$ cat config.mk
export PLATFORM = sky130hd
export DESIGN_NAME = md5_message_digest
export DESIGN_NICKNAME = d
export VERILOG_FILES = /design/src/rtl/md5md_pkg.sv /design/src/rtl/md5md_dp.sv /design/src/rtl/md5md_ctrl.sv /design/src/rtl/md5_message_digest.sv
export SDC_FILE = /design/constraint.sdc
export NUM_CORES = 2
export LEC_CHECK = 0
export BUFFER_PORTS_ARGS = -buffer_cell sky130_fd_sc_hd__buf_2
export CAP_MARGIN = 20
export CORE_MARGIN = 1.5
export CORE_UTILIZATION = 40
export DETAILED_ROUTE_END_ITERATION = 10
export GPL_TIMING_DRIVEN = 0
export MAX_ROUTING_LAYER = met4
export PLACE_DENSITY = 0.66
export SYNTH_ARGS = -nofsm -noshare
export SYNTH_HDL_FRONTEND = slang
export SYNTH_HIERARCHICAL = 1
export SYNTH_SLANG_ARGS = --single-unit
$ cat constraint.sdc
create_clock -name clk_i -period 12.55 [get_ports clk_i]
set_input_delay 1.8825 -clock clk_i [delete_from_list [all_inputs] [get_ports clk_i]]
set_output_delay 1.8825 -clock clk_i [all_outputs]
set_load 0.01 [all_outputs]
$ cat src/rtl/md5md_pkg.sv
// md5md_pkg: shared types, constants and round functions for the MD5 digest block.
// No dependencies; every other file in rtl/ refers to it by scoped names.

package md5md_pkg;

  // Request and result payloads
  typedef struct packed {
    logic [7:0] data_byte;
    logic       has_byte;
    logic       last;
  } in_req_t;

  typedef struct packed {
    logic [63:0] digest_high;
    logic [63:0] digest_low;
  } out_res_t;

  // Initial chaining words and padding constants
  localparam logic [31:0] IV_A     = 32'h67452301;
  localparam logic [31:0] IV_B     = 32'hefcdab89;
  localparam logic [31:0] IV_C     = 32'h98badcfe;
  localparam logic [31:0] IV_D     = 32'h10325476;
  localparam logic [7:0]  PAD_BYTE = 8'h80;
  localparam logic [5:0]  LEN_POS  = 6'd56;
  localparam logic [5:0]  LAST_IDX = 6'h3F;
  localparam logic [5:0]  LAST_RND = 6'h3F;

  localparam logic [31:0] STEP_CONST [64] = '{
    32'hd76aa478, 32'he8c7b756, 32'h242070db, 32'hc1bdceee,
    32'hf57c0faf, 32'h4787c62a, 32'ha8304613, 32'hfd469501,
    32'h698098d8, 32'h8b44f7af, 32'hffff5bb1, 32'h895cd7be,
    32'h6b901122, 32'hfd987193, 32'ha679438e, 32'h49b40821,
    32'hf61e2562, 32'hc040b340, 32'h265e5a51, 32'he9b6c7aa,
    32'hd62f105d, 32'h02441453, 32'hd8a1e681, 32'he7d3fbc8,
    32'h21e1cde6, 32'hc33707d6, 32'hf4d50d87, 32'h455a14ed,
    32'ha9e3e905, 32'hfcefa3f8, 32'h676f02d9, 32'h8d2a4c8a,
    32'hfffa3942, 32'h8771f681, 32'h6d9d6122, 32'hfde5380c,
    32'ha4beea44, 32'h4bdecfa9, 32'hf6bb4b60, 32'hbebfbc70,
    32'h289b7ec6, 32'heaa127fa, 32'hd4ef3085, 32'h04881d05,
    32'hd9d4d039, 32'he6db99e5, 32'h1fa27cf8, 32'hc4ac5665,
    32'hf4292244, 32'h432aff97, 32'hab9423a7, 32'hfc93a039,
    32'h655b59c3, 32'h8f0ccc92, 32'hffeff47d, 32'h85845dd1,
    32'h6fa87e4f, 32'hfe2ce6e0, 32'ha3014314, 32'h4e0811a1,
    32'hf7537e82, 32'hbd3af235, 32'h2ad7d2bb, 32'heb86d391
  };

  localparam logic [4:0] ROT_AMOUNT [16] = '{
    5'd7, 5'd12, 5'd17, 5'd22, 5'd5, 5'd9,  5'd14, 5'd20,
    5'd4, 5'd11, 5'd16, 5'd23, 5'd6, 5'd10, 5'd15, 5'd21
  };

  // Controller states
  typedef enum logic [2:0] {
    ST_IDLE,
    ST_PAD,
    ST_ROUND,
    ST_FOLD,
    ST_DIGEST
  } state_e;

  // What the block buffer holds for the compression in flight
  typedef enum logic [1:0] {
    KIND_DATA,     // 64 message bytes
    KIND_PAD,      // message bytes, 0x80, zeros; length follows in another block
    KIND_PAD_LEN,  // message bytes, 0x80, zeros, bit length
    KIND_LEN       // zeros and bit length
  } blk_kind_e;

  // Controller to datapath
  typedef struct packed {
    logic       wr_byte;
    logic [7:0] data_byte;
    logic       load_work;
    logic       round_en;
    logic [5:0] round;
    blk_kind_e  kind;
    logic       fold;
    logic       finish;
  } dp_cmd_t;

  // Datapath to controller
  typedef struct packed {
    logic [5:0] fill;
  } dp_sts_t;

  function automatic logic [3:0] msg_index(input logic [5:0] k);
    logic [3:0] idx;
    case (k[5:4])
      2'd0:    idx = k[3:0];
      2'd1:    idx = 4'(k[3:0] * 4'd5 + 4'd1);
      2'd2:    idx = 4'(k[3:0] * 4'd3 + 4'd5);
      default: idx = 4'(k[3:0] * 4'd7);
    endcase
    return idx;
  endfunction

  function automatic logic [31:0] round_fn(input logic [1:0] rnd, input logic [31:0] b,
                                           input logic [31:0] c, input logic [31:0] d);
    logic [31:0] f;
    case (rnd)
      2'd0:    f = (b & c) | (~b & d);
      2'd1:    f = (b & d) | (c & ~d);
      2'd2:    f = b ^ c ^ d;
      default: f = c ^ (b | ~d);
    endcase
    return f;
  endfunction

  function automatic logic [31:0] rotl32(input logic [31:0] x, input logic [4:0] s);
    logic [63:0] dbl;
    dbl = {x, x} << s;
    return dbl[63:32];
  endfunction

  // Present the stored word with padding and length bytes laid over it
  function automatic logic [31:0] shape_word(input logic [31:0] raw, input logic [3:0] widx,
                                             input blk_kind_e kind, input logic [5:0] fill,
                                             input logic [63:0] count);
    logic [31:0] w;
    logic [5:0]  p;
    logic        msg_ok;
    logic        pad_ok;
    logic        len_ok;
    w = '0;
    for (int j = 0; j < 4; j++) begin
      p      = {widx, 2'(j)};
      msg_ok = (kind == KIND_DATA) ||
               ((kind == KIND_PAD || kind == KIND_PAD_LEN) && (p < fill));
      pad_ok = (kind == KIND_PAD || kind == KIND_PAD_LEN) && (p == fill);
      len_ok = (kind == KIND_PAD_LEN || kind == KIND_LEN) && (p >= LEN_POS);
      if (msg_ok) begin
        w[8*j +: 8] = raw[8*j +: 8];
      end else if (pad_ok) begin
        w[8*j +: 8] = PAD_BYTE;
      end else if (len_ok) begin
        w[8*j +: 8] = count[{p[2:0], 3'b000} +: 8];
      end
    end
    return w;
  endfunction

endpackage

$ cat src/rtl/md5md_dp.sv
// md5md_dp: block buffer, bit counter, chaining value, round unit and result register.
// Depends on md5md_pkg; driven by md5md_ctrl through dp_cmd_t.

module md5md_dp (
  input  logic                clk_i,
  input  logic                rst_ni,
  input  md5md_pkg::dp_cmd_t  cmd_i,
  output md5md_pkg::dp_sts_t  sts_o,
  output md5md_pkg::out_res_t res_o
);

  logic [31:0] wrd_q [16];
  logic [63:0] count_q, count_d;
  logic [31:0] cv_q [4];
  logic [31:0] cv_d [4];
  logic [31:0] a_q, b_q, c_q, d_q;
  logic [31:0] a_d, b_d, c_d, d_d;
  md5md_pkg::out_res_t res_q;

  logic [5:0]  fill;
  logic [3:0]  g;
  logic [31:0] w_shaped;
  logic [31:0] f;
  logic [31:0] sum;
  logic [31:0] b_new;

  assign fill     = count_q[8:3];
  assign g        = md5md_pkg::msg_index(cmd_i.round);
  assign w_shaped = md5md_pkg::shape_word(wrd_q[g], g, cmd_i.kind, fill, count_q);
  assign f        = md5md_pkg::round_fn(cmd_i.round[5:4], b_q, c_q, d_q);
  assign sum      = a_q + f + md5md_pkg::STEP_CONST[cmd_i.round] + w_shaped;
  assign b_new    = b_q + md5md_pkg::rotl32(sum,
                      md5md_pkg::ROT_AMOUNT[{cmd_i.round[5:4], cmd_i.round[1:0]}]);

  always_comb begin
    count_d = count_q;
    cv_d    = cv_q;
    a_d     = a_q;
    b_d     = b_q;
    c_d     = c_q;
    d_d     = d_q;
    if (cmd_i.wr_byte) begin
      count_d = count_q + 64'd8;
    end
    if (cmd_i.load_work) begin
      a_d = cv_q[0];
      b_d = cv_q[1];
      c_d = cv_q[2];
      d_d = cv_q[3];
    end else if (cmd_i.round_en) begin
      a_d = d_q;
      b_d = b_new;
      c_d = b_q;
      d_d = c_q;
    end else if (cmd_i.fold) begin
      // fold into the chaining value and seed the next block with it
      cv_d[0] = cv_q[0] + a_q;
      cv_d[1] = cv_q[1] + b_q;
      cv_d[2] = cv_q[2] + c_q;
      cv_d[3] = cv_q[3] + d_q;
      a_d     = cv_d[0];
      b_d     = cv_d[1];
      c_d     = cv_d[2];
      d_d     = cv_d[3];
    end
    if (cmd_i.finish) begin
      cv_d[0] = md5md_pkg::IV_A;
      cv_d[1] = md5md_pkg::IV_B;
      cv_d[2] = md5md_pkg::IV_C;
      cv_d[3] = md5md_pkg::IV_D;
      count_d = '0;
    end
  end

  always_ff @(posedge clk_i or negedge rst_ni) begin
    if (!rst_ni) begin
      count_q <= '0;
      cv_q[0] <= md5md_pkg::IV_A;
      cv_q[1] <= md5md_pkg::IV_B;
      cv_q[2] <= md5md_pkg::IV_C;
      cv_q[3] <= md5md_pkg::IV_D;
    end else begin
      count_q <= count_d;
      cv_q    <= cv_d;
    end
  end

  always_ff @(posedge clk_i) begin
    a_q <= a_d;
    b_q <= b_d;
    c_q <= c_d;
    d_q <= d_d;
    if (cmd_i.wr_byte) begin
      wrd_q[fill[5:2]][{fill[1:0], 3'b000} +: 8] <= cmd_i.data_byte;
    end
    if (cmd_i.finish) begin
      res_q.digest_low  <= {cv_q[1], cv_q[0]};
      res_q.digest_high <= {cv_q[3], cv_q[2]};
    end
  end

  assign sts_o.fill = fill;
  assign res_o      = res_q;

endmodule

$ cat src/rtl/md5md_ctrl.sv
// md5md_ctrl: sequencer for byte intake, padding, the 64 rounds and result hand-off.
// Depends on md5md_pkg; commands md5md_dp through dp_cmd_t.

module md5md_ctrl (
  input  logic                clk_i,
  input  logic                rst_ni,
  input  logic                in_valid_i,
  output logic                in_stall_o,
  input  md5md_pkg::in_req_t  in_req_i,
  output logic                out_valid_o,
  input  logic                out_stall_i,
  output md5md_pkg::dp_cmd_t  cmd_o,
  input  md5md_pkg::dp_sts_t  sts_i
);

  md5md_pkg::state_e    state_q, state_d;
  md5md_pkg::blk_kind_e kind_q, kind_d;
  logic [5:0]           round_q, round_d;
  logic                 last_pend_q, last_pend_d;
  logic                 out_valid_q, out_valid_d;

  logic accept;
  logic blk_full;
  logic out_free;

  assign in_stall_o = (state_q != md5md_pkg::ST_IDLE);
  assign accept     = in_valid_i && !in_stall_o;
  assign blk_full   = in_req_i.has_byte && (sts_i.fill == md5md_pkg::LAST_IDX);
  assign out_free   = !out_valid_q || !out_stall_i;

  // Next state
  always_comb begin
    state_d = state_q;
    case (state_q)
      md5md_pkg::ST_IDLE: begin
        if (accept && blk_full) begin
          state_d = md5md_pkg::ST_ROUND;
        end else if (accept && in_req_i.last) begin
          state_d = md5md_pkg::ST_PAD;
        end
      end
      md5md_pkg::ST_PAD: begin
        state_d = md5md_pkg::ST_ROUND;
      end
      md5md_pkg::ST_ROUND: begin
        if (round_q == md5md_pkg::LAST_RND) begin
          state_d = md5md_pkg::ST_FOLD;
        end
      end
      md5md_pkg::ST_FOLD: begin
        case (kind_q)
          md5md_pkg::KIND_DATA: begin
            state_d = last_pend_q ? md5md_pkg::ST_PAD : md5md_pkg::ST_IDLE;
          end
          md5md_pkg::KIND_PAD: begin
            state_d = md5md_pkg::ST_ROUND;
          end
          default: begin
            state_d = md5md_pkg::ST_DIGEST;
          end
        endcase
      end
      md5md_pkg::ST_DIGEST: begin
        if (out_free) begin
          state_d = md5md_pkg::ST_IDLE;
        end
      end
      default: begin
        state_d = md5md_pkg::ST_IDLE;
      end
    endcase
  end

  // Commands and register updates
  always_comb begin
    cmd_o           = '0;
    cmd_o.round     = round_q;
    cmd_o.kind      = kind_q;
    cmd_o.data_byte = in_req_i.data_byte;
    kind_d          = kind_q;
    round_d         = round_q;
    last_pend_d     = last_pend_q;
    out_valid_d     = out_valid_q && out_stall_i;
    case (state_q)
      md5md_pkg::ST_IDLE: begin
        cmd_o.wr_byte = accept && in_req_i.has_byte;
        if (accept && blk_full) begin
          cmd_o.load_work = 1'b1;
          kind_d          = md5md_pkg::KIND_DATA;
          round_d         = '0;
          last_pend_d     = in_req_i.last;
        end
      end
      md5md_pkg::ST_PAD: begin
        cmd_o.load_work = 1'b1;
        kind_d          = (sts_i.fill >= md5md_pkg::LEN_POS) ? md5md_pkg::KIND_PAD
                                                             : md5md_pkg::KIND_PAD_LEN;
        round_d         = '0;
        last_pend_d     = 1'b0;
      end
      md5md_pkg::ST_ROUND: begin
        cmd_o.round_en = 1'b1;
        round_d        = round_q + 6'd1;
      end
      md5md_pkg::ST_FOLD: begin
        cmd_o.fold = 1'b1;
        if (kind_q == md5md_pkg::KIND_PAD) begin
          kind_d  = md5md_pkg::KIND_LEN;
          round_d = '0;
        end
      end
      md5md_pkg::ST_DIGEST: begin
        if (out_free) begin
          cmd_o.finish = 1'b1;
          out_valid_d  = 1'b1;
        end
      end
      default: begin
      end
    endcase
  end

  always_ff @(posedge clk_i or negedge rst_ni) begin
    if (!rst_ni) begin
      state_q     <= md5md_pkg::ST_IDLE;
      kind_q      <= md5md_pkg::KIND_DATA;
      round_q     <= '0;
      last_pend_q <= 1'b0;
      out_valid_q <= 1'b0;
    end else begin
      state_q     <= state_d;
      kind_q      <= kind_d;
      round_q     <= round_d;
      last_pend_q <= last_pend_d;
      out_valid_q <= out_valid_d;
    end
  end

  assign out_valid_o = out_valid_q;

endmodule

$ cat src/rtl/md5_message_digest.sv
// md5_message_digest: MD5 over a byte stream, at most one byte per request, digest on last.
// Intake: a request that does not complete a 64-byte block is taken while idle; the 64th byte
//   holds the input stalled through the 64 rounds and the fold.
// Last: a pad step, then rounds and fold for each padded block (1 or 2 blocks), then the result
//   register is loaded once the output side is free.
// Reset: rst_ni asynchronous, active low; restores the initial chaining words, zero bit count.

module md5_message_digest (
  input  logic                clk_i,
  input  logic                rst_ni,
  input  logic                in_valid_i,
  output logic                in_stall_o,
  input  md5md_pkg::in_req_t  in_req_i,
  output logic                out_valid_o,
  input  logic                out_stall_i,
  output md5md_pkg::out_res_t out_res_o
);

  // Controller decides what the datapath does each cycle; the datapath reports the
  // byte position inside the current block so the controller knows when it fills.
  md5md_pkg::dp_cmd_t dp_cmd;
  md5md_pkg::dp_sts_t dp_sts;

  md5md_ctrl u_ctrl (
    .clk_i       (clk_i),
    .rst_ni      (rst_ni),
    .in_valid_i  (in_valid_i),
    .in_stall_o  (in_stall_o),
    .in_req_i    (in_req_i),
    .out_valid_o (out_valid_o),
    .out_stall_i (out_stall_i),
    .cmd_o       (dp_cmd),
    .sts_i       (dp_sts)
  );

  // Datapath: byte buffer with padding laid over on read, one MD5 step per cycle,
  // and the result register that holds the digest while the consumer stalls.
  md5md_dp u_dp (
    .clk_i  (clk_i),
    .rst_ni (rst_ni),
    .cmd_i  (dp_cmd),
    .sts_o  (dp_sts),
    .res_o  (out_res_o)
  );

endmodule

==> summary by stage <==
Worst hold path
The startpoint identified for the worst hold timing path is u_dp/cv_q[84]$_DFFE_PN0P_. The number of cells on the worst hold path is 0. The worst min-delay path endpoint is u_dp/res_o[52]$_DFFE_PP_. In this run the worst hold path is classified as flop to flop.

Placed design
After detailed placement, the total cell area comes to 0.0617 mm2. The placer congestion estimate is 1.01. Including well taps, the total number of placed cells is 7493. The number of I/O port buffers is 135. The final HPWL from detailed placement is 164000 um. Before CTS, the worst setup slack after placement is -4.66 ns.

Setup path
The critical path's most frequent cell is sky130_fd_sc_hd__clkbuf_1. The delay of the slowest cell on the worst path is 0.94 ns. The maximum net fanout on the critical path is 10.

The worst register-to-register path has a depth of 35. The worst setup slack for register-to-register paths is 0.18 ns. The worst setup path is of the flop to flop kind. STA classifies the critical path endpoint as a flop. The slowest stage cell on the critical path is sky130_fd_sc_hd__clkbuf_1. For the worst setup path, the data required time is 13.00 ns.

The worst setup path is launched from a flop. The worst register-to-register path ends at u_dp/b_q[31]$_DFFE_PP_. STA puts the critical path data arrival time at 12.82 ns.

The worst register-to-register path begins at u_ctrl/round_q[5]$_DFFE_PN0P_.

Job
Across the run, the number of max-cap violations was 0.

Detailed routing
The number of vias after detailed routing is 47700. The first-iteration detailed-routing DRC count is 6126. After detailed routing, the number of remaining DRC violations is 0.

Summed over all layers, the routed wires come to 221000 um. After detailed routing, the number of vias per cell comes to 6.18. Dividing the detail-routed wire length by the instance count gives 28.6 um.

The post-detailed-route count of antenna-violating nets is 0. Before antenna repair, the detailed router went through 7 iterations.

Layout
Once layout is complete, the utilization of the core stands at 46.2%. The post-route netlist has 13.9% of its cells at a drive strength greater than 1. The summed area of non-filler cells in the final layout is 0.0664 mm2. After the flow finishes, the layout carries non-filler instances totaling 7726. The area growth from synthesis to layout is 14.3%. The number of fillers in the final layout is 13100. The area of combinational cells with multiple inputs is 0.0285 mm2.

The number of nets in the layout is 6050. The register area is 0.0282 mm2.

Timing
The number of endpoints with negative hold slack in the final report was 0. Setup violations remaining at the end of the flow were counted as 0. At the pin with the least slew margin, the transition time is 1.31 ns. The worst pin sits at a relative slew slack of 12.9%.

For the final database, setup skew stands at 0.0902 ns. The post-route fraction of the period consumed by the critical path is 98.6%. Setup total negative slack on the finished layout was measured at 0 ns. The highest attainable clock frequency is 80.8 MHz. The shortest clock period the worst path allows after layout is 12.37 ns.

The final-layout worst hold slack is 0.490 ns. The max-slew violation count is 0. The final worst setup slack is 0.175 ns.

Clock network
The maximum clock path buffer count is 3. TritonCTS built the clock tree. Clock tree synthesis found a total of 970 sinks. The H-tree was split into 3 levels. After clock tree synthesis, the flow added hold-fix buffers numbering 0.

Clock tree synthesis selected as its root buffer the cell sky130_fd_sc_hd__clkbuf_16. The clock latency on the worst-skew pair is 0.78 ns. The clock buffer count from CTS is 103.

After clock tree synthesis, the clock-pin slew on the worst setup and hold paths is 0.07 ns.

Yosys
The area of the mapped netlist is 0.0581 mm2. The total nets after synthesis is 5743. After synthesis, the netlist uses 108 different library cells. Among all flip-flop cells after synthesis, the most frequent one is sky130_fd_sc_hd__edfxtp_1. Counting flops with an async set or reset pin after synthesis yields a share of 20.8%. The cell count after synthesis is 5426. The fraction of the yosys area taken by sequential cells is 48.5%.

The synthesized design contains 768 enable-type register cells. The Yosys step of the flow raised 6 warnings. The flop and latch count out of synthesis is 970. The per-instance average area after synthesis is 10.7 um2.

GRT
The number of antenna violations at the first check in global routing is 5. The aggregate global-route resource usage is 30.2%. Global routing consumed, on the met3 layer, 6.64% of the routing resources. The layer carrying the most global-route usage is met2. Entering global routing, the biggest net connects 102 pins. The number of global-route vias before repair was 45200. The met2 layer usage reported by global route is 44.6%. The global-route wire length before repair is 314000 um. Global routing consumed, on the met1 layer, 38.4% of the routing resources. The leftover overflow at the end of global routing is 0.

Floorplanning
The initial core utilization is 40.4%. For this design the top-level I/O count stands at 144. In this run the vertical extent of the chip is 384 um. The count of standard-cell rows is 139.

The floorplan die area is 0.148 mm2. The core region area is 0.144 mm2. From left edge to right edge, the die measures 384 um.

Power and ir drop
The power per cell area is 100 mW/mm2. The worst-case IR drop observed on VDD is 130 uV. The leakage power is 23.7 nW. The power after layout is 6.67 mW.

Status
The flow ran to the end, and the final reports show no timing, DRC or antenna violations.
==> timing repair <==
| action | in CTS | in global routing |
|---|---|---|
| gates cloned | 1 | 0 |
| setup endpoints to repair | 32 | 16 |
| buffers inserted | 30 | 13 |
| pin swaps | 23 | 19 |
| gates resized for setup | 133 | 64 |
==> cell families after synthesis <==
group | count (synthesis) | synth area share (%)
adder cells (fa/ha/maj) | 303 | 7.46
buffers and inverters | 495 | 3.36
XOR/XNOR | 224 | 3.47
multiplexers | 359 | 9.12
AND/OR/NAND/NOR | 1642 | 12.9
flip-flops | 970 | 48.5
AO/OA/AOI/OAI | 1433 | 15.2
==> Yosys cell counts (all sizes together) (79+ instances only) <==
library cell	n	area (um2)
mux4	132	2970
xor2	96	841
xnor2	125	1100
nand2	630	2370
inv	190	713
dfrtp	138	3450
ha	231	2890
clkbuf	200	754
buf	103	479
edfxtp	768	23100
o21ai	307	1540
nor2	467	1760
nand3	98	490
a21oi	542	2720
nor3	116	606
o211ai	92	691
mux2i	183	1830
a21o	79	593
==> registers in the layout, indices dropped and copies added (netlist names) <==
name                count
u_dp/cv_q             128
u_dp/wrd_q            512
u_dp/c_q               32
u_dp/b_q               32
u_ctrl/kind_q           2
u_ctrl/state_q          3
u_ctrl/last_pend_q      1
u_dp/res_o            128
u_dp/count_q           61
u_dp/a_q               32
u_ctrl/round_q          6
u_dp/d_q               32
u_ctrl/out_valid_o      1
==> worst max-delay path: cells and delay by family, from the launching register on <==
family	cells	cell delay, ns
xor gates and xnor gates	1	0.17
adders and majority gates	4	1.71
buffers and inverters	8	4.00
and+or+nand+nor	8	1.87
AOI/OAI and AO/OA	12	3.09
muxes	2	0.77
DFF	1	0.40
==> cell type report <==
class | instances | share of cell area [%]
plain buffers | 292 | 2.01
well taps | 1903 | 3.59
inverters | 192 | 1.11
clock buffers | 136 | 4.20
diodes | 1 | 0.00377
clock inverters | 58 | 1.20
multi-input cells | 3961 | 42.9
repair buffers | 213 | 2.47
flip-flops and latches | 970 | 42.5
==> power breakdown <==
group	internal [mW]	switching, mW
logic	0.00506	0.0268
registers	3.44	0.0000000000000000545
clock network	1.84	1.36
==> layout by cell type, fill, tap and decap left out, drive strengths merged, types with 92 or more instances in the layout <==
cell / synthesis / layout
buf: 103 / 312
inv: 190 / 192
xor2: 96 / 96
xnor2: 125 / 125
a21oi: 542 / 542
nor3: 116 / 116
nand2: 630 / 630
o21ai: 307 / 307
ha: 231 / 231
dfrtp: 138 / 138
clkbuf: 200 / 326
nand3: 98 / 98
mux4: 132 / 132
edfxtp: 768 / 768
nor2: 467 / 467
mux2i: 183 / 183
o211ai: 92 / 92
==> layer usage <==
metal / part of all wire, % / vias to the layer above
li1: - / 20700
met1: 39 / 23600
met2: 44 / 2784
met3: 11 / 620
met4: 6.5 / 0
met5: 0 / -
==> worst max-delay path by stage <==
stage / slack, ns / end / depth (start not counted) / start
after floorplan: 0.07 / u_dp/b_q[31]$_DFFE_PP_ / 52 / u_ctrl/round_q[2]$_DFFE_PN0P_
after global placement: -4.66 / u_dp/b_q[30]$_DFFE_PP_ / 54 / u_ctrl/round_q[2]$_DFFE_PN0P_
after detailed placement: -4.66 / u_dp/b_q[30]$_DFFE_PP_ / 53 / u_ctrl/round_q[1]$_DFFE_PN0P_
after CTS: 0.004 / u_dp/b_q[30]$_DFFE_PP_ / 51 / u_ctrl/round_q[2]$_DFFE_PN0P_
after global routing: -0.04 / u_dp/b_q[24]$_DFFE_PP_ / 51 / u_ctrl/round_q[2]$_DFFE_PN0P_
final: 0.18 / u_dp/b_q[31]$_DFFE_PP_ / 35 / u_ctrl/round_q[5]$_DFFE_PN0P_
(Power assumes the default switching activity.)
